File: config.mk
export PLATFORM = sky130hd
export DESIGN_NAME = corey_cfg
export DESIGN_NICKNAME = d
export VERILOG_FILES = /design/src/hw/rtl/corey_pkg.sv /design/src/hw/rtl/corey_cfg.sv
export SDC_FILE = /design/constraint.sdc
export NUM_CORES = 1
export LEC_CHECK = 0
export BUFFER_PORTS_ARGS = -buffer_cell sky130_fd_sc_hd__clkbuf_2
export CORE_MARGIN = 8
export CORE_UTILIZATION = 35
export DETAILED_ROUTE_END_ITERATION = 8
export GPL_TIMING_DRIVEN = 0
export PLACE_DENSITY = 0.66
export SLEW_MARGIN = 20
export SYNTH_ARGS = -nofsm -noshare
export SYNTH_HDL_FRONTEND = slang
export SYNTH_SLANG_ARGS = --single-unit
File: constraint.sdc
create_clock -name aclk -period 1.45 [get_ports aclk]
set_clock_uncertainty 0.2 [all_clocks]
set_input_delay 0.29 -clock aclk [delete_from_list [all_inputs] [get_ports aclk]]
set_output_delay 0.29 -clock aclk [all_outputs]
set_load 0.05 [all_outputs]
File: src/hw/rtl/corey_pkg.sv
// corey_pkg: shared types and constants for the corey relative permeability evaluator
// no dependencies; used by every design module of the block (not corey_chk) by scoped names
package corey_pkg;

    localparam int SAT_W     = 18;
    localparam int RESID_W   = 16;
    localparam int INV_W     = 24;
    localparam int INV_REG_W = 25;
    localparam int KR_W      = 17;
    localparam int DKL_W     = 31;
    localparam int DKG_W     = 32;
    localparam int ADDR_W    = 2;

    typedef enum logic [ADDR_W-1:0] {
        REG_RESID_LIQUID = 2'd0,
        REG_RESID_GAS    = 2'd1,
        REG_INV_SPAN     = 2'd2
    } cfg_reg_t;

    // per-item control that travels with the data
    typedef struct packed {
        logic valid;
        logic err;
        logic window;
    } flags_t;

endpackage

File: src/hw/rtl/corey_cfg.sv
// corey_cfg: configuration registers (residuals and reciprocal span)
// depends on corey_pkg
module corey_cfg #(
    parameter int FRAC_BITS = 16
) (
    input  logic                                 aclk,
    input  logic                                 aresetn,
    input  logic                                 cfg_wr_en,
    input  logic [corey_pkg::ADDR_W-1:0]         cfg_wr_addr,
    input  logic [corey_pkg::INV_W-1:0]          cfg_wr_data,
    output logic [corey_pkg::RESID_W-1:0]        resid_liquid,
    output logic [corey_pkg::RESID_W-1:0]        resid_gas,
    output logic [corey_pkg::INV_REG_W-1:0]      inv_span
);

    // one in the fixed point format; needs the extra bit at the widest format
    localparam logic [corey_pkg::INV_REG_W-1:0] INV_RESET =
        corey_pkg::INV_REG_W'(64'd1 << FRAC_BITS);

    logic [corey_pkg::RESID_W-1:0]   resid_liquid_reg;
    logic [corey_pkg::RESID_W-1:0]   resid_gas_reg;
    logic [corey_pkg::INV_REG_W-1:0] inv_span_reg;

    always_ff @(posedge aclk) begin
        if (!aresetn) begin
            resid_liquid_reg <= '0;
            resid_gas_reg    <= '0;
            inv_span_reg     <= INV_RESET;
        end else if (cfg_wr_en) begin
            case (corey_pkg::cfg_reg_t'(cfg_wr_addr))
                corey_pkg::REG_RESID_LIQUID: begin
                    resid_liquid_reg <= cfg_wr_data[corey_pkg::RESID_W-1:0];
                end
                corey_pkg::REG_RESID_GAS: begin
                    resid_gas_reg <= cfg_wr_data[corey_pkg::RESID_W-1:0];
                end
                corey_pkg::REG_INV_SPAN: begin
                    inv_span_reg <= {1'b0, cfg_wr_data};
                end
                default: begin
                end
            endcase
        end
    end

    assign resid_liquid = resid_liquid_reg;
    assign resid_gas    = resid_gas_reg;
    assign inv_span     = inv_span_reg;

endmodule

== Word-level counts from Yosys, hierarchy flattened ==
Cells that the tools add are included.

* Bits in registers: 56
* Bits of input ports: 29
* Output and inout port bits: 57
* Word-level logic and storage cells: 9

* Equality and inequality tests: 2
* Reductions and logical operators: 4

{| class="wikitable"
|+ Operators with widths
! operator !! number
|-
| AND reduction 2 bit || 3
|-
| == test 2 x 1 -> 1 bit (second input constant) || 1
|-
| == test 2 bit (second input constant) || 1
|-
| logical NOT 2 bit || 1
|}

== Logic depth before layout (Yosys ltp) ==
* Depth after elaboration: 2
* Gate-level depth with buffers: 5
* Gate-level depth less buffers: 2

== Worst setup path before layout ==
Ideal clock, no wire load.

* Kind: input port to flip-flop
* Start: input port cfg_wr_addr[1] in the netlist's numbering
* End: register resid_liquid_reg (netlist bit resid_liquid[2])
* Library setup time: 0.072 ns
* Arrival: 0.916 ns
* Data required time: 1.178 ns
* Slack: 0.263 ns
* Stages on the path: 4
* Buffers on the path: 2
* Path through: nor3b_2 -> buf_6 -> buf_12 -> mux2i_1

* Word-level cells in the longest chain between the ends: 2

{| class="wikitable"
|+ RTL lines
! item !! line !! source
|-
| from (decl) || corey_cfg.sv:9 || <nowiki>input logic [corey_pkg::ADDR_W-1:0] cfg_wr_addr,</nowiki>
|-
| logical NOT 2 bit || corey_cfg.sv:30 || <nowiki>case (corey_pkg::cfg_reg_t'(cfg_wr_addr))</nowiki>
|-
| AND reduction 2 bit (no source line) || - ||
|-
| to (signal assigned) || corey_cfg.sv:32 || <nowiki>resid_liquid_reg <= cfg_wr_data[corey_pkg::RESID_W-1:0];</nowiki>
|-
| to (decl) || corey_cfg.sv:20 || <nowiki>logic [corey_pkg::RESID_W-1:0] resid_liquid_reg;</nowiki>
|}

No other way between the ends.
A chain may end at the register's enable or synchronous reset.

== Worst setup path after layout ==
* Start: register inv_span_reg (netlist bit inv_span[18])
* End: output port inv_span[18] in the netlist's numbering

{| class="wikitable"
|+ RTL lines
! item !! line !! source
|-
| from (decl) || corey_cfg.sv:22 || <nowiki>logic [corey_pkg::INV_REG_W-1:0] inv_span_reg;</nowiki>
|-
| from (signal assigned) || corey_cfg.sv:38 || <nowiki>inv_span_reg <= {1'b0, cfg_wr_data};</nowiki>
|-
| to (decl) || corey_cfg.sv:13 || <nowiki>output logic [corey_pkg::INV_REG_W-1:0] inv_span</nowiki>
|}

No word-level cell between the ends.

==> impl_summary.txt <==
----------------------------------------------------
[Run status]
  Run status ... complete, no violations

[Yosys]
  Area fraction of the dominant cell type after synthesis ... 51.6%
  Count of flip-flops with a built-in enable after synthesis ... 0
  Unique cell type count in the Yosys netlist ... 15
  Cell count after synthesis ... 214
  Syn Nets ... 243
  Sequential fraction of the synthesis area ... 51.6%
  Async SR Flop Fraction ... 0%
  Mean Syn Cell Area ... 10.1 um^2
  Most numerous cell types in the synthesized netlist ... sky130_fd_sc_hd__nand2_1 (78), sky130_fd_sc_hd__dfxtp_1 (56), sky130_fd_sc_hd__mux2i_1 (55), sky130_fd_sc_hd__buf_2 (6), sky130_fd_sc_hd__buf_6 (4)
  Post-synthesis cell type with the largest combined area ... sky130_fd_sc_hd__dfxtp_1
  Leading cell type by number of instances after synthesis ... sky130_fd_sc_hd__nand2_1
  Flip-flop and latch count after synthesis ... 56
  Synth area leaders ... sky130_fd_sc_hd__dfxtp_1 (52%), sky130_fd_sc_hd__mux2i_1 (25%), sky130_fd_sc_hd__nand2_1 (13%)
  Post-Syn Area ... 2170 um^2
  Most used flip-flop cell after synthesis ... sky130_fd_sc_hd__dfxtp_1
  Number of synthesis warnings ... 0

[Worst hold path]
  Worst hold path cell count ... 3
  Hold WC Path Type ... input port to flop

[Setup path]
  Type of element launching the critical path ... flop
  Highest cell delay on the worst timing path ... 0.35 ns
  Crit. End Element ... output pin
  Maximum fanout along the worst path ... 2
  Critical path, cell by cell ... buf_2
  Top Family by Delay on Critical Path ... flip-flops
  Cell depth of the worst setup path ... 1
  Kind of critical path ... flop to output pin
  Number of cell instances on the worst register-to-register path ... 2
  Data arrival time of the critical path ... 0.93 ns
  Buffers & Inverters on Critical Path ... 1
  Crit path required time ... 0.96 ns
  Slowest cell on crit path ... sky130_fd_sc_hd__dfxtp_1

[Route]
  Post-detailed-route count of antenna-violating nets ... 0
  Drt initial violations ... 81
  Total number of vias ... 1,772
  Final wirelength ... 5650 um
  Average wire length per cell after detail routing ... 14.7 um
  Number of DRC violations after detailed routing ... 0
  Detailed-router iteration count before antenna repair ... 4
  Via/cell ratio ... 4.60

[Placed design]
  Post-placement cell count ... 372
  Instance area at placement ... 2680 um^2
  Last weighted congestion value of the routability-driven placer ... 0.708
  Post-placement worst setup slack ... -0.0250 ns
  PortBufs ... 83
  Half-perimeter wire length after detailed placement ... 4150 um

[Clock network]
  TritonCTS clock tree ... done
  H-tree levels ... 2
  Clock sink total ... 56
  Buffer cell driving the clock tree root ... sky130_fd_sc_hd__clkbuf_8
  Number of buffers inserted during clock tree synthesis ... 5
  Clock Pin Slew Worst Setup and Hold Paths ... 0.10 ns
  Buffers from clock root to sink, at most ... 2
  Clock Latency Late Sink ... 0.30 ns

[GRT]
  Number of antenna violations at the first check in global routing ... 0
  Number of global-route vias before repair ... 1,859
  Total gr overflow ... 0
  Global-route wire length before repair ... 9040 um
  Largest net degree at the start of global routing ... 19
  Overall track demand over capacity in global routing ... 12.8%

[Layout]
  Finished Layout Cells ... 385
  Flip-flop count of the largest register after layout ... 24
  Final Cell Area ... 2930 um^2
  Fraction of final layout cells sized beyond drive strength 1 ... 34.8%
  Area of the multi-input gates ... 901 um^2
  Fill cell total of the finished layout ... 582
  Synthesis-to-layout area growth ... 35.0%
  Antenna diodes ... 0
  Nets@finish ... 338
  Post-layout util ... 49.2%
  Flip-flop and latch area ... 1120 um^2

[Timing]
  Setup ws final ... 0.0336 ns
  Final Slew Violations ... 0
  FMAX ... 706 MHz
  Part of the cycle the worst path needs ... 97.7%
  Post-route setup TNS ... 0 ns
  Unrepaired setup endpoints after global routing ... no
  Hold WS ... 0.0130 ns
  Final hold viol count ... 0
  # setup viols final ... 0
  Shortest clock period the worst path allows after layout ... 1.42 ns

[Floorplanning]
  Number of I/O pins ... 86
  Vert. Die Dim ... 94.8 um
  Area of the die ... 8980 um^2
  Site Rows ... 28
  Die width ... 94.8 um
  Placeable core area ... 5960 um^2
  Initial core utilization ... 36.4%

[Power]
  Net switching component of the power ... 0.891 mW
  Sequential power share ... 51.0%
  Reported leakage power ... 1.48 nW
  Logic gate share of total power ... 16.3%
  Design Power ... 3.17 mW
  Power Density ... 1080 nW/um^2
  Int Pwr ... 2.28 mW
  Fraction of power spent switching nets ... 28.1%
  Worst voltage drop across the vdd grid ... 0.464 mV
  Part of the power in the clock network ... 32.6%

[Job]
  Max Cap Viol ... 0

----------------------------------------------------
-- metal layers --
metal  GRT usage [%]  wire (um)  up-vias
li1                -          -      881
met1            14.8       2430      829
met2            21.6       2650       57
met3            4.76        521        5
met4            3.51         55        0
met5               0          0        -
-- power by group through the flow --
| stage | clock network, mW | registers, mW | logic (mW) |
|---|---|---|---|
| 2_1_floorplan | 0 | 1.84 | 0.168 |
| 3_3_place_gp | 0 | 1.65 | 0.494 |
| 3_5_place_dp | 0 | 1.66 | 0.499 |
| 4_1_cts | 1.07 | 1.62 | 0.516 |
| 5_1_grt | 1.14 | 1.63 | 0.554 |
| 6_report | 1.04 | 1.62 | 0.519 |
-- final timing paths --
path	startpoint	to	slack [ns]
worst max-delay path	inv_span[18]	inv_span[18]	0.03
worst min register to register	resid_gas[7]	resid_gas[7]	0.26
worst max register to register	resid_liquid[10]	resid_liquid[10]	0.63
worst min-delay path	cfg_wr_data[18]	inv_span[18]	0.01
-- repair_timing --
item | 4_1_cts | 5_1_grt
gates resized for setup | 11 | 67
endpoints found under the hold margin | 5 | 0
cloned | 0 | 0
setup buffers | 0 | 0
setup endpoints to repair | 11 | 44
hold buffers | 5 | 0
-- cell type report --
class	instances	share of cell area, %
plain buffers	17	4.95
repair buffers	88	18.8
multi-input cells	140	30.7
inverters	1	0.128
flip-flops and latches	56	38.2
clock inverters	3	1.62
clock buffers	5	2.35
well taps	75	3.20
-- tightest hold or removal path, stage by stage --
cell and delay (ns):
sky130_fd_sc_hd__clkbuf_2 0.08, sky130_fd_sc_hd__nand2_1 0.05, sky130_fd_sc_hd__mux2i_1 0.06
-- cell usage in the layout (no fill, tap or decap), drive strengths merged --
| master | count |
|---|---|
| nor3b | 1 |
| nand2 | 78 |
| mux2i | 55 |
| conb | 1 |
| nand3b | 2 |
| clkbuf | 69 |
| dfxtp | 56 |
| and3b | 1 |
| bufinv | 1 |
| dlygate4sd3 | 5 |
| nand4b | 1 |
| clkinv | 2 |
| buf | 36 |
| inv | 1 |
| o211ai | 1 |
-- cell families (layout without fill, tap and decap cells) --
| group | after synthesis | in the layout | synth area share, % |
|---|---|---|---|
| AND/OR/NAND/NOR | 83 | 83 | 15.6 |
| multiplexers | 55 | 55 | 25.4 |
| AO/OA/AOI/OAI | 1 | 1 | 0.346 |
| flip-flops | 56 | 56 | 51.6 |
| other | 1 | 1 | 0.173 |
| buffers and inverters | 18 | 114 | 6.86 |
Note: power is estimated with default switching activity, not from simulation.
