## src/hw/rtl/corey_pkg.sv

```systemverilog
// corey_pkg: shared types and constants for the corey relative permeability evaluator
// no dependencies; used by every design module of the block (not corey_chk) by scoped names
package corey_pkg;

    localparam int SAT_W     = 18;
    localparam int RESID_W   = 16;
    localparam int INV_W     = 24;
    localparam int INV_REG_W = 25;
    localparam int KR_W      = 17;
    localparam int DKL_W     = 31;
    localparam int DKG_W     = 32;
    localparam int ADDR_W    = 2;

    typedef enum logic [ADDR_W-1:0] {
        REG_RESID_LIQUID = 2'd0,
        REG_RESID_GAS    = 2'd1,
        REG_INV_SPAN     = 2'd2
    } cfg_reg_t;

    // per-item control that travels with the data
    typedef struct packed {
        logic valid;
        logic err;
        logic window;
    } flags_t;

endpackage

```

## src/hw/rtl/corey_out.sv

```systemverilog
// corey_out: stages 5-6, permeability clamps, derivative products and output register
// depends on corey_pkg
module corey_out #(
    parameter int FRAC_BITS = 16
) (
    input  logic                                  aclk,
    input  logic                                  aresetn,
    input  logic                                  en,
    input  corey_pkg::flags_t                     flg_i,
    input  logic signed [FRAC_BITS+9:0]           s4_i,
    input  logic signed [FRAC_BITS+9:0]           kgp_i,
    input  logic signed [FRAC_BITS+7:0]           s3_i,
    input  logic signed [FRAC_BITS+8:0]           m_i,
    input  logic [corey_pkg::INV_REG_W-1:0]       inv_span,
    output logic                                  out_valid,
    output logic [corey_pkg::KR_W-1:0]            kr_liquid,
    output logic [corey_pkg::KR_W-1:0]            kr_gas,
    output logic [corey_pkg::DKL_W-1:0]           dkr_liquid,
    output logic [corey_pkg::DKG_W-1:0]           dkr_gas,
    output logic                                  range_error
);

    localparam int KW  = FRAC_BITS + 10;
    localparam int S3W = FRAC_BITS + 8;
    localparam int MW  = FRAC_BITS + 9;
    localparam int IW  = corey_pkg::INV_REG_W + 1;
    localparam int LW  = S3W + IW;
    localparam int GW  = MW + IW;
    localparam int QW  = FRAC_BITS + 36;

    localparam logic signed [KW-1:0] ONE_K  = KW'(64'sd1 <<< FRAC_BITS);
    localparam logic signed [QW-1:0] DL_MAX = QW'(64'sd2147483647);
    localparam logic signed [QW-1:0] DG_LIM = QW'(64'sd2147483648);
    localparam logic [corey_pkg::DKL_W-1:0] DL_SAT = {corey_pkg::DKL_W{1'b1}};
    localparam logic [corey_pkg::DKG_W-1:0] DG_SAT = {1'b1, {(corey_pkg::DKG_W-1){1'b0}}};

    // stage 5
    logic signed [KW-1:0]            kl_cl;
    logic signed [KW-1:0]            kg_cl;
    logic signed [LW-1:0]            pdl;
    logic signed [GW-1:0]            pdg;
    corey_pkg::flags_t               flg5_reg;
    logic [corey_pkg::KR_W-1:0]      kl_reg;
    logic [corey_pkg::KR_W-1:0]      kg_reg;
    logic signed [LW-1:0]            pdl_reg;
    logic signed [GW-1:0]            pdg_reg;

    always_comb begin
        if (s4_i < 0) begin
            kl_cl = '0;
        end else if (s4_i > ONE_K) begin
            kl_cl = ONE_K;
        end else begin
            kl_cl = s4_i;
        end
        if (kgp_i < 0) begin
            kg_cl = '0;
        end else if (kgp_i > ONE_K) begin
            kg_cl = ONE_K;
        end else begin
            kg_cl = kgp_i;
        end
    end

    assign pdl = s3_i * $signed({1'b0, inv_span});
    assign pdg = m_i * $signed({1'b0, inv_span});

    always_ff @(posedge aclk) begin
        if (!aresetn) begin
            flg5_reg <= '0;
        end else if (en) begin
            flg5_reg <= flg_i;
        end
    end

    always_ff @(posedge aclk) begin
        if (en) begin
            kl_reg  <= kl_cl[corey_pkg::KR_W-1:0];
            kg_reg  <= kg_cl[corey_pkg::KR_W-1:0];
            pdl_reg <= pdl;
            pdg_reg <= pdg;
        end
    end

    // stage 6: x4 and x2 scaling, floor shift, saturation, window gating
    logic signed [QW-1:0]            dl_ext;
    logic signed [QW-1:0]            dg_ext;
    logic signed [QW-1:0]            q4;
    logic signed [QW-1:0]            q2;
    logic signed [QW-1:0]            q2_neg;
    logic [corey_pkg::DKL_W-1:0]     dl_next;
    logic [corey_pkg::DKG_W-1:0]     dg_next;
    logic                            valid_reg;
    logic [corey_pkg::KR_W-1:0]      kr_liquid_reg;
    logic [corey_pkg::KR_W-1:0]      kr_gas_reg;
    logic [corey_pkg::DKL_W-1:0]     dkr_liquid_reg;
    logic [corey_pkg::DKG_W-1:0]     dkr_gas_reg;
    logic                            range_error_reg;

    assign dl_ext = QW'({pdl_reg, 2'b00});
    assign dg_ext = QW'({pdg_reg, 1'b0});
    assign q4     = dl_ext >>> FRAC_BITS;
    assign q2     = dg_ext >>> FRAC_BITS;
    assign q2_neg = -q2;

    always_comb begin
        if (!flg5_reg.window || q4 < 0) begin
            dl_next = '0;
        end else if (q4 > DL_MAX) begin
            dl_next = DL_SAT;
        end else begin
            dl_next = q4[corey_pkg::DKL_W-1:0];
        end
        if (!flg5_reg.window || q2 < 0) begin
            dg_next = '0;
        end else if (q2 >= DG_LIM) begin
            dg_next = DG_SAT;
        end else begin
            dg_next = q2_neg[corey_pkg::DKG_W-1:0];
        end
    end

    always_ff @(posedge aclk) begin
        if (!aresetn) begin
            valid_reg <= 1'b0;
        end else if (en) begin
            valid_reg <= flg5_reg.valid;
        end
    end

    always_ff @(posedge aclk) begin
        if (en) begin
            kr_liquid_reg   <= kl_reg;
            kr_gas_reg      <= kg_reg;
            dkr_liquid_reg  <= dl_next;
            dkr_gas_reg     <= dg_next;
            range_error_reg <= flg5_reg.err;
        end
    end

    assign out_valid   = valid_reg;
    assign kr_liquid   = kr_liquid_reg;
    assign kr_gas      = kr_gas_reg;
    assign dkr_liquid  = dkr_liquid_reg;
    assign dkr_gas     = dkr_gas_reg;
    assign range_error = range_error_reg;

endmodule

```

## config.mk

```make
export PLATFORM = sky130hd
export DESIGN_NAME = corey_out
export DESIGN_NICKNAME = d
export VERILOG_FILES = /design/src/hw/rtl/corey_pkg.sv /design/src/hw/rtl/corey_out.sv
export SDC_FILE = /design/constraint.sdc
export NUM_CORES = 2
export LEC_CHECK = 0
export ABC_AREA = 1
export BUFFER_PORTS_ARGS = -buffer_cell sky130_fd_sc_hd__buf_2
export CAP_MARGIN = 0
export CORE_MARGIN = 3
export CORE_UTILIZATION = 50
export CTS_CLUSTER_SIZE = 16
export DETAILED_ROUTE_END_ITERATION = 16
export GPL_TIMING_DRIVEN = 0
export HOLD_SLACK_MARGIN = 0.03
export PLACE_DENSITY = 0.67
export SKIP_CTS_REPAIR_TIMING = 1
export SLEW_MARGIN = 20
export SYNTH_ARGS = -nofsm -noshare
export SYNTH_HDL_FRONTEND = slang
export SYNTH_SLANG_ARGS = --single-unit
```

## constraint.sdc

```tcl
create_clock -name aclk -period 10.05 [get_ports aclk]
set_clock_uncertainty 0.05 [all_clocks]
set_input_delay 1.5075 -clock aclk [delete_from_list [all_inputs] [get_ports aclk]]
set_output_delay 1.5075 -clock aclk [all_outputs]
set_load 0.02 [all_outputs]
```

# Yosys cells after proc, flatten, opt, wreduce, memory -nomap -nowiden

Cells that the tools add are included.

Logic and storage cells: 37
Flip-flop bits (word level): 237

$mul: 2
$add $sub $neg: 1
Reduce and logical (&&, ||, !) cells: 6
Order comparisons: 8
Muxes and demuxes: 4

Operator list:

| operator               | count |
|---|---|
| $lt A36 B1 Y1 const B  | 2 |
| $gt A26 B18 Y1 const B | 2 |
| $lt A26 B1 Y1 const B  | 2 |
| $mul A25 B26 Y51       | 1 |
| $mul A24 B26 Y50       | 1 |
| $ge A36 B33 Y1 const B | 1 |
| $gt A36 B32 Y1 const B | 1 |
| $mux W17               | 2 |
| $mux W32               | 1 |
| $neg A32 Y32           | 1 |
| $mux W31               | 1 |
| $reduce_or A2 Y1       | 3 |
| $logic_or A1 B1 Y1     | 2 |
| $logic_not A1 Y1       | 1 |

# Depth between registers and ports, before layout

Depth in word-level cells: 3
Gate-level depth with buffers: 30
Gate-level depth less buffers: 28

# Least setup slack after synthesis

OpenSTA, ideal clock, no wires.

Path kind: input-to-reg
Start: in inv_span[13] (netlist bit)
End: reg pdg_reg[36] (data pin)
Data required time: 9.747 ns
Cell stages on the path: 27
Data arrival time: 7.156 ns
Path slack: 2.591 ns
Path through: clkbuf_1 -> buf_1 -> nand2_1 -> fa_1 -> inv_1 -> fa_1 -> inv_1 -> fa_1 -> inv_1 -> fa_1 -> inv_1 -> fa_1 -> inv_1 -> fa_1 -> inv_1 -> fa_1 -> inv_1 -> ha_1 -> nand2_1 -> nor2_2 -> inv_1 -> nor2_1 -> inv_1 -> nor3_1 -> nand4_1 -> nand4_1 -> nand2_1

Cells in the longest elaborated chain, start to end: 1

Ends and longest elaborated chain:

| item                 | RTL line        | text |
|---|---|---|
| from (decl)          | corey_out.sv:14 | `input logic [corey_pkg::INV_REG_W-1:0] inv_span,` |
| $mul A25 B26 Y51     | corey_out.sv:66 | `assign pdg = m_i * $signed({1'b0, inv_span});` |
| via pdg[36]          | corey_out.sv:41 | `logic signed [GW-1:0] pdg;` |
| to (signal assigned) | corey_out.sv:81 | `pdg_reg <= pdg;` |
| to (decl)            | corey_out.sv:46 | `logic signed [GW-1:0] pdg_reg;` |

The timed path passes the listed nets, and every way through them passes these cells.
A chain may end at the register's enable or synchronous reset.

# Final worst setup path

Start: in inv_span[15] (netlist bit)
End: reg pdg_reg[44] (data pin)

Same word-level chain as after synthesis.

==> metrics.txt <==
largest family of logic cells by synthesized area=adder cells; Chip Height=326 um; FF-to-FF End=dkr_gas[28]; fmax=0.109 GHz; port bufs=163; critical-path cell list=clkbuf_1 -> buf_1 -> nand2_1 -> fa_1 -> inv_1 -> fa_1 -> fa_1 -> fa_1 -> fa_1 -> fa_1 -> inv_1 -> fa_1 -> inv_1 -> ha_1 -> nand2_1 -> nor2_1 -> inv_1 -> nor2_1 -> inv_1 -> nor4_1 -> nand3_1 -> nand4_1 -> nand2_1; r2r startpoint=pdg_reg[15]; Worst R2R Path Depth=12; GPL Wtd Cong=0.985; Synth async-reset ratio=0%; Global Route Usage Sum=32.9%; crit path kind=primary input to register; Post-Synth XOR/XNOR Area=0.823%; Die W=326 um; CTS buffer count=22; RSZ-0062 raised after global routing=false; initial antenna violation count=8; CTS root buf=clkbuf_16; CP peak stage delay=0.97 ns; crit path max-delay cell type=buf_1; setup ws final=0.865 ns; DRT Wirelength=171,000 um; # rows=116; Avg Inst Size Synth=7.96 um^2; HPWL Detailed=145,000 um; drt pass-1 iters=7; reg2reg setup slack=7.82 ns; Layout Nets=8,180; post-synthesis mux area share=0%; core area=0.101 mm^2; Yosys warning total=0; syn nets=7,988; Final Cycle Share=91.4%; Total Die Area=0.106 mm^2; Max-slew headroom=13.4%; Max-cap violations=0; Worst Hold Path EP=kr_liquid[1]; Synth Area in Compound Gates=3.51%; post-synth top area cell=fa_1; worst slew pin tran=1.30 ns; Final Slew Violations=0; WHS Path Cells=0; Hold WC Path Type=register to register; Top Ports=231; Main synth FF type=edfxtp_1; CP required=10.29 ns; post-synthesis adder-cell area fraction=50.3%; Critical Path AT=9.43 ns; most frequent cell on the critical path=fa_1; vias=41.4k; top-area cell type share of the netlist area=40.3%; Starting Density=50.7%; DRC=0; FF+latch count, synth=208; setup TNS=0 ns; CP Capture Type=register; first-pass GRT wire length=261,000 um; H-tree depth=1; Synth Instances=6,418; Final Hold Viols=0; post-synthesis simple-gate area fraction=16.3%; post-route minimum period=9.19 ns; top post-synthesis cells by area=fa_1, inv_1, edfxtp_1; Syn Std Cell Area=0.0511 mm^2; sequential fraction of the synthesis area=12.2%; CTS tree=done; Clock transition at path regs=0.06 ns; Sequential cell area=0.00621 mm^2; hold path startpoint=kl_reg[1]; largest net degree at the start of global routing=108; vias in the first global route=44.0k; Area Overhead vs Synth=6.65%; global route overflow=0; DRT antenna net count=0; layout cells sized above 1=3.92%; startpoint types=primary input; peak fanout along the critical path=10; Filler cells=9,834; Post-synth EDFFs=204; Distinct cells, synth=49; commonest non-fill, non-tap cell in the layout=inv_1; routed len/inst=21.4 um; Initial DRC Count=3,323; status=completed; buffer depth of the longest clock path=3; most frequent cells in the layout=inv_1, nand2_1, fa_1; Final setup viols=0; Clock Latency Late Sink=0.59 ns; via density per instance=5.18; Sink Count=208; multi-input logic area=0.0362 mm^2; worst slack, placed=0.528 ns
cell usage after synthesis, drive strengths merged (2+ instances only):
library cell,n
clkbuf,238
a31oi,8
dfxtp,4
nand2,1592
o211ai,2
a21oi,146
nand3b,2
a21o,10
o21ai,131
nor3,36
xor2,32
o21a,7
nor4,13
o21bai,19
nand4,36
ha,410
buf,39
fa,1028
or2,7
nor2,327
inv,2019
a21boi,5
edfxtp,204
xnor2,16
nor3b,4
nand3,78
worst max-delay path: cells and delay by family:
family                   cells  cell delay (ns)
adder cells (fa/ha/maj)      8             3.90
buffers and inverters        7             2.14
AND/OR/NAND/NOR              8             1.87
through the flow:
stage | hold slack [ns] | std cells | area [um^2] | utilization, %
6_report | 0.369 | 7985 | 54500 | 54.1
5_1_grt | 0.371 | 7983 | 54500 | 54.1
4_1_cts | 0.369 | 7982 | 54400 | 54.0
3_5_place_dp | 0.355 | 7942 | 53700 | 53.3
3_3_place_gp | 0.350 | 7938 | 53600 | 53.2
2_1_floorplan | 0.350 | 6418 | 51100 | -
layout make-up:
type                            count  share of cell area (%)
Tap cell                         1357                    3.12
Inverter                         2020                    13.9
Clock buffer                       31                    1.16
Sequential cell                   208                    11.4
Clock inverter                      9                   0.230
Buffer                            277                    1.95
Multi-Input combinational cell   3913                    66.5
Antenna cell                        2                 0.00919
Timing Repair Buffer              168                    1.68
per-layer routing:
| layer | track usage, % | part of all wire [%] | vias to the layer above |
|---|---|---|---|
| met3 | 7.22 | 9.5 | 555 |
| met2 | 55.9 | 48 | 2018 |
| met4 | 20.6 | 7.9 | 10 |
| met5 | 0 | 0.040 | - |
| li1 | - | - | 18611 |
| met1 | 37.9 | 35 | 20206 |
logic make-up (layout without fill, tap and decap cells):
family | Yosys count | after routing
adder cells (fa/ha/maj) | 1438 | 1438
AND/OR/NAND/NOR | 2097 | 2097
XOR/XNOR | 48 | 48
buffers and inverters | 2297 | 2505
flip-flops | 208 | 208
AO/OA/AOI/OAI | 330 | 330
other | 0 | 2
worst max-delay path by stage:
| stage | start | endpoint | cells past startpoint |
|---|---|---|---|
| floorplan | inv_span[13] | pdg_reg[36] | 27 |
| global placement | inv_span[15] | pdg_reg[44] | 23 |
| detailed placement | inv_span[14] | pdl_reg[47] | 22 |
| CTS | inv_span[14] | pdl_reg[47] | 22 |
| global route | inv_span[15] | pdg_reg[44] | 23 |
| finish | inv_span[15] | pdg_reg[44] | 23 |
Power is left out: the tool's default activity adds up to more than one toggle a clock period on the data nets, which glitch-free logic cannot reach.
