### src/hw/rtl/corey_pkg.sv
// corey_pkg: shared types and constants for the corey relative permeability evaluator
// no dependencies; used by every design module of the block (not corey_chk) by scoped names
package corey_pkg;

    localparam int SAT_W     = 18;
    localparam int RESID_W   = 16;
    localparam int INV_W     = 24;
    localparam int INV_REG_W = 25;
    localparam int KR_W      = 17;
    localparam int DKL_W     = 31;
    localparam int DKG_W     = 32;
    localparam int ADDR_W    = 2;

    typedef enum logic [ADDR_W-1:0] {
        REG_RESID_LIQUID = 2'd0,
        REG_RESID_GAS    = 2'd1,
        REG_INV_SPAN     = 2'd2
    } cfg_reg_t;

    // per-item control that travels with the data
    typedef struct packed {
        logic valid;
        logic err;
        logic window;
    } flags_t;

endpackage

### src/hw/rtl/corey_scale.sv
// corey_scale: stages 1-2, effective saturation s = (S - residual) * inv_span, clamped
// depends on corey_pkg
module corey_scale #(
    parameter int FRAC_BITS = 16
) (
    input  logic                                   aclk,
    input  logic                                   aresetn,
    input  logic                                   en,
    input  logic                                   in_valid,
    input  logic signed [corey_pkg::SAT_W-1:0]     sat,
    input  logic [corey_pkg::RESID_W-1:0]          resid_liquid,
    input  logic [corey_pkg::RESID_W-1:0]          resid_gas,
    input  logic [corey_pkg::INV_REG_W-1:0]        inv_span,
    output corey_pkg::flags_t                      flg_o,
    output logic signed [FRAC_BITS+3:0]            s_o,
    output logic signed [FRAC_BITS+3:0]            t_o
);

    localparam int SW  = FRAC_BITS + 4;
    localparam int DW  = corey_pkg::SAT_W + 1;
    localparam int MW  = DW + corey_pkg::INV_REG_W + 1;
    localparam int PW  = (2 * FRAC_BITS + 5 > MW) ? 2 * FRAC_BITS + 5 : MW;
    localparam int CW  = (FRAC_BITS + 3 > DW) ? FRAC_BITS + 3 : DW;

    localparam logic signed [CW-1:0] ONE_C = CW'(64'sd1 <<< FRAC_BITS);
    localparam logic signed [PW-1:0] S_MAX = PW'(64'sd4 <<< FRAC_BITS);
    localparam logic signed [PW-1:0] S_MIN = -S_MAX;
    localparam logic signed [SW-1:0] ONE_S = SW'(64'sd1 <<< FRAC_BITS);

    // stage 1
    logic signed [CW-1:0] sat_x;
    logic signed [CW-1:0] rl_x;
    logic signed [CW-1:0] gas_lim;
    logic signed [DW-1:0] diff;
    logic signed [MW-1:0] prod;
    corey_pkg::flags_t    flg1_next;
    corey_pkg::flags_t    flg1_reg;
    logic signed [MW-1:0] prod_reg;

    assign sat_x   = CW'(sat);
    assign rl_x    = CW'($signed({1'b0, resid_liquid}));
    assign gas_lim = ONE_C - CW'($signed({1'b0, resid_gas}));
    assign diff    = $signed({sat[corey_pkg::SAT_W-1], sat})
                   - $signed({3'b000, resid_liquid});
    assign prod    = diff * $signed({1'b0, inv_span});

    always_comb begin
        flg1_next.valid  = in_valid;
        flg1_next.err    = (sat_x < 0) || (sat_x > ONE_C);
        flg1_next.window = (sat_x > rl_x) && (sat_x < gas_lim);
    end

    always_ff @(posedge aclk) begin
        if (!aresetn) begin
            flg1_reg <= '0;
        end else if (en) begin
            flg1_reg <= flg1_next;
        end
    end

    always_ff @(posedge aclk) begin
        if (en) begin
            prod_reg <= prod;
        end
    end

    // stage 2: floor shift and clamp to [-4, 4]
    logic signed [PW-1:0] p_x;
    logic signed [PW-1:0] p_sh;
    logic signed [PW-1:0] s_cl;
    logic signed [SW-1:0] s_next;
    logic signed [SW-1:0] t_next;
    corey_pkg::flags_t    flg2_reg;
    logic signed [SW-1:0] s_reg;
    logic signed [SW-1:0] t_reg;

    assign p_x  = PW'(prod_reg);
    assign p_sh = p_x >>> FRAC_BITS;

    always_comb begin
        if (p_sh > S_MAX) begin
            s_cl = S_MAX;
        end else if (p_sh < S_MIN) begin
            s_cl = S_MIN;
        end else begin
            s_cl = p_sh;
        end
        s_next = s_cl[SW-1:0];
        t_next = ONE_S - s_next;
    end

    always_ff @(posedge aclk) begin
        if (!aresetn) begin
            flg2_reg <= '0;
        end else if (en) begin
            flg2_reg <= flg1_reg;
        end
    end

    always_ff @(posedge aclk) begin
        if (en) begin
            s_reg <= s_next;
            t_reg <= t_next;
        end
    end

    assign flg_o = flg2_reg;
    assign s_o   = s_reg;
    assign t_o   = t_reg;

endmodule

### config.mk
export PLATFORM = sky130hd
export DESIGN_NAME = corey_scale
export DESIGN_NICKNAME = d
export VERILOG_FILES = /design/src/hw/rtl/corey_pkg.sv /design/src/hw/rtl/corey_scale.sv
export SDC_FILE = /design/constraint.sdc
export NUM_CORES = 1
export LEC_CHECK = 0
export BUFFER_PORTS_ARGS = -buffer_cell sky130_fd_sc_hd__buf_4
export CELL_PAD_IN_SITES_DETAIL_PLACEMENT = 0
export CELL_PAD_IN_SITES_GLOBAL_PLACEMENT = 1
export CORE_MARGIN = 2
export CORE_UTILIZATION = 51
export CTS_CLUSTER_SIZE = 40
export DETAILED_ROUTE_END_ITERATION = 6
export PLACE_DENSITY = 0.84
export RECOVER_POWER = 25
export SYNTH_ARGS = -nofsm -noshare
export SYNTH_HDL_FRONTEND = slang
export SYNTH_SLANG_ARGS = --single-unit
### constraint.sdc
create_clock -name aclk -period 14.85 [get_ports aclk]
set_input_delay 2.97 -clock aclk [delete_from_list [all_inputs] [get_ports aclk]]
set_output_delay 2.97 -clock aclk [all_outputs]
set_load 0.01 [all_outputs]
* Word level (Yosys, flattened, before mapping)
Index checks and enable logic that the tools add are counted.
** Storage, ports and cells
- Logic and storage cells :: 23
- Memories kept :: 0
- ROM bits :: 0
- Bits in latches :: 0
- Register bits after elaboration :: 91
- Memory bits (writable) :: 0
- Output and inout bits :: 43
** Operators by class
- $mul :: 1
- Reductions and logical operators :: 2
- Shift-type cells :: 0
- Add/subtract/negate cells :: 3
- Eq/ne operators :: 0
- Divide/modulo/power cells :: 0
- Multiplexer cells :: 2
- $lt $le $gt $ge :: 6
- Bitwise logic cells :: 0
** Operator list (number)
- 19-bit by 26-bit multiplier with 45-bit output :: 1
- 20-bit two-way mux :: 2
- 29-bit by 20-bit greater-than comparator with 1-bit output, second input constant :: 1
- 29-bit by 19-bit < comparator with 1-bit output, second input constant :: 1
- 18-bit by 20-bit subtractor with 20-bit output, first input constant :: 1
- 18-bit by 17-bit subtractor with 19-bit output :: 1
- 18-bit by 17-bit greater-than comparator with 1-bit output :: 1
- 18-bit greater-than comparator, second input constant :: 1
- 18-bit by 1-bit < comparator with 1-bit output, second input constant :: 1
- 18-bit < comparator :: 1
- 17-bit by 16-bit subtractor with 18-bit output, first input constant :: 1
- 1-bit logical AND :: 1
- 1-bit logical OR :: 1

* Logic depth before layout (Yosys ltp)
- Depth after elaboration :: 4
- Mapped depth :: 37

* Worst setup path before layout
Ideal clock, no wire load.
- Kind :: input to register
- From :: in sat[0] in the netlist's numbering
- To :: reg prod_reg[30] (netlist: p_x[30]), data pin
- Data arrival time :: 10.823 ns
- Cell stages on the path :: 35
- Slack :: 3.768 ns
- Data required time :: 14.591 ns
- Cells stage by stage :: inv_1 -> ha_1 -> inv_1 -> fa_1 -> a21o_1 -> a21o_1 -> a21oi_1 -> o21ai_0 -> a21boi_0 -> o21ai_0 -> xor2_1 -> clkbuf_1 -> nand2_1 -> fa_1 -> inv_1 -> fa_1 -> inv_1 -> fa_1 -> inv_1 -> fa_1 -> fa_1 -> inv_1 -> fa_1 -> inv_1 -> ha_1 -> ha_1 -> and4_1 -> and4_1 -> o21ai_0 -> nand3_1 -> o31ai_1 -> o31ai_1 -> or2_2 -> a21oi_1 -> xnor2_1
** On the way
- Cells in the longest elaborated chain, start to end :: 2
** RTL lines
- start, declared :: line corey_scale.sv:10 : input logic signed [corey_pkg::SAT_W-1:0] sat,
- 18-bit by 17-bit subtractor with 19-bit output :: line corey_scale.sv:44 : - $signed({3'b000, resid_liquid});
- 19-bit by 26-bit multiplier with 45-bit output :: line corey_scale.sv:45 : assign prod = diff * $signed({1'b0, inv_span});
- named net prod[30] :: line corey_scale.sv:35 : logic signed [MW-1:0] prod;
- end signal, assigned :: line corey_scale.sv:63 : prod_reg <= prod;
- end, declared :: line corey_scale.sv:38 : logic signed [MW-1:0] prod_reg;
The timed path passes the listed nets, and every way through them passes these cells.
A chain may end at the register's enable or synchronous reset.

* Worst setup path in the final report
- From :: in sat[3] in the netlist's numbering
- To :: reg prod_reg[26] (netlist: p_x[26]), data pin
Same word-level chain as after synthesis.

==> run summary <==
The register bit total from synthesis came out at 74. The global-route wire length before repair is 79700 um. The post-cts sizing count came out at 0. Hold repair after CTS inserted 0 buffers. The number of synthesized flops with an enable pin is 68. The number of cells traversed by the worst register-to-register path came out at 15.

The number of pins with negative max-slew slack in the final report is 77. The worst-case setup margin in the final layout came out at 2850 ps. The fraction of layout cells with a size suffix above 1 is 8.15%. The data required time of the worst path came out at 14930 ps.

The synthesized instance count is 2167. The number of global-route vias before repair was 15700. OpenSTA, run right after detailed placement, puts the worst setup slack at 2570 ps. Summing every instance area after synthesis gives 19700 um^2. The final sum of negative setup slack came out at 0 ps.

The portion of synthesized cell area occupied by the leading cell type is 39.7%. Across all register-to-register paths, the minimum setup slack is 9670 ps. The number of flip-flops under the largest register name came out at 29. For this run, the leading register cell type out of synthesis is edfxtp_1. The post-route clock skew came out at 9.23 ps. In this run the deepest clock path goes through 2 buffers. The worst register-to-register path ends at t_o[16]$_DFFE_PP_. The number of levels in the clock H-tree is 3. The flow ran to the end, but the final reports show violations.

The total count of hold-check failures in the final report is 0. The number of different library cells in the post-synthesis netlist came out at 63. The detailed router finished its first iteration with 722 violations.

Clock-pin slew was measured on the worst setup and hold paths at 60 ps. The count of unresolved DRC violations after routing is 0. The startpoint of the lowest-slack register-to-register path is p_x[19]$_DFFE_PP_. Of the available clock period, the critical path in the final layout requires 80.8%. A synthesized cell averages 9.09 um^2. Once the floorplan was initialized, standard cells occupied 52.0% of the core. The row count is 71. Among all stages on the critical path, the largest delay is contributed by a221oi_1. By area the synthesized netlist is led by fa_1, ha_1, edfxtp_1, inv_1, nand2_1.

The worst path in the final design needs a cycle of 12000 ps, including I/O delays and setup. The synthesis-to-finish area growth is 8.57%. The endpoint of the worst setup timing path is p_x[26]$_DFFE_PP_. The number of top-level design ports is 122. In this run the worst setup path begins at sat[3]. Setup repair after global routing left no endpoint under its margin.

The later pin in the worst-skew pair is clocked with a latency of 340 ps. The HPWL after detailed placement is 38400 um. In this run the clock root is driven by a clkbuf_16.

The setup path with the least slack is of type input pin to register. The type of the worst min-delay path is register to register. Derived from the worst setup path, the maximum achievable clock frequency is 0.0833 GHz. The number of buffers created by CTS came out at 9. For this run, the post-layout net count is 2888. The pin count of the biggest net entering global routing came out at 77. The commonest cells after synthesis are inv_1, fa_1, nand2_1, ha_1, and2_1. The checks that failed: capacitance limit, slew limit.

The worst max-slew margin expressed relative to the limit came out at -171%. For this run the aggregate overflow at the end of global routing stands at 0. The initial antenna violation count is 0.

The clock net in this run drives a total of 74 sinks. Across the run, the number of max-cap violations was 1. The critical-path maximum fanout is 25.

The worst setup path is captured at a register. The total setup violations reported at the end of the flow is 0. TritonCTS built the clock tree.

Counting flops with an async set or reset pin after synthesis yields a share of 0%. STA classifies the critical path startpoint as an input pin. The number of warnings issued by yosys came out at 0.

Summed over all instances, the cell type with the most area after synthesis is fa_1. The part of the Yosys area used for sequential elements is 11.0%. The number of setup buffers added after CTS came out at 0. The library cell with the highest instance count after synthesis is inv_1. The worst stage delay on the critical path came out at 720 ps.

The first TritonRoute pass finished after 4 iterations. The number of routed nets with antenna violations came out at 0. Counting stages on the worst path, the most repeated cell is fa_1. The slew of the pin with the lowest slew margin came out at 4060 ps. The routed design has 47500 um of wire.

The last weighted congestion value of the routability-driven placer came out at 0.894. The count of antenna diodes in the layout came out at 0. The detailed router placed 14400 vias in this run. The width of the die came out at 200 um. Across every metal layer, demand over resource in global routing totals 24.7%. The worst hold slack after final layout came out at 517 ps. The via count normalized by instance count is 5.28.

The core outline area came out at 37800 um^2. The number of buffers added on ports came out at 121. The signal arrival time at the worst endpoint is 12080 ps. The die extent in y is 200 um. The number of nets in the synthesized netlist is 2839. The average routed wire per standard cell came out at 17.4 um. The die covers 40200 um^2.
cell families (layout without fill, tap and decap cells):
| group | count (synthesis) | count (layout) | synth area share, % |
|---|---|---|---|
| XOR/XNOR | 70 | 70 | 3.11 |
| flip-flops | 74 | 74 | 11.0 |
| AO/OA/AOI/OAI | 159 | 159 | 5.06 |
| multiplexers | 7 | 7 | 0.381 |
| buffers and inverters | 582 | 636 | 11.2 |
| AND/OR/NAND/NOR | 682 | 682 | 16.7 |
| adder cells (fa/ha/maj) | 593 | 593 | 52.6 |
layout make-up:
type	instances	area [um^2]
repair buffers	138	1030
well taps	511	639
clock inverters	7	86.3
inverters	482	1810
clock buffers	9	225
fillers	3510	16500
multi-input cells	1511	15400
flip-flops and latches	74	2160
placed cells by master (no fill, tap or decap), types with 5 or more instances in the layout:
cell type and n:
fa_1 390, nor4_1 19, inv_1 482, mux2i_1 6, a31oi_1 6, edfxtp_1 68, nor2_1 63, or2_2 12
xor2_1 28, nand2_1 333, o21ai_0 33, o21bai_1 6, o22ai_1 5, nand3_1 16, xnor2_2 6, a21oi_1 51
nand2b_1 8, xnor2_1 31, ha_1 203, nor3_1 16, buf_4 136, clkbuf_16 9, a21o_1 22, o21a_1 7
or3_1 5, nor2b_1 38, dfxtp_1 6, nand4_1 17, and2_1 136
worst min path at each step:
stage	startpoint	endpoint	slack, ps	cells past startpoint
finish	p_x[44]$_DFFE_PP_	s_o[19]$_DFFE_PP_	520	0
global route	p_x[44]$_DFFE_PP_	s_o[19]$_DFFE_PP_	560	0
CTS	p_x[44]$_DFFE_PP_	s_o[19]$_DFFE_PP_	520	0
detailed placement	flg1_reg[2]$_SDFFE_PN0P_	flg1_reg[2]$_SDFFE_PN0P_	510	2
global placement	flg1_reg[2]$_SDFFE_PN0P_	flg1_reg[2]$_SDFFE_PN0P_	500	2
floorplan	flg1_reg[0]$_SDFFE_PN0P_	flg_o[0]$_SDFFE_PN0P_	480	2
critical path, delay by kind of cell:
family / cells / cell delay, ps
AOI/OAI and AO/OA: 11 / 3300
xor gates and xnor gates: 2 / 330
adders and majority gates: 9 / 3990
buffers and inverters: 7 / 680
and+or+nand+nor: 4 / 780
metrics by stage:
stage / util [%] / instance area [um^2] / std cells
after floorplan: - / 19700 / 2167
after global placement: 55.7 / 21100 / 2716
after detailed placement: 55.7 / 21100 / 2716
after CTS: 56.5 / 21400 / 2732
after global routing: 56.5 / 21400 / 2732
final: 56.5 / 21400 / 2732
layer usage:
| layer | global-route usage [%] | vias to the layer above | wire length [um] |
|---|---|---|---|
| met1 | 32.2 | 7278 | 20200 |
| met4 | 7.20 | 0 | 1200 |
| met3 | 3.90 | 70 | 2710 |
| met5 | 0 | - | 0 |
| met2 | 42.9 | 420 | 23400 |
| li1 | - | 6661 | - |
Power is not shown: default switching activity piles up to over one toggle a cycle in this logic, so the estimate is an artifact.
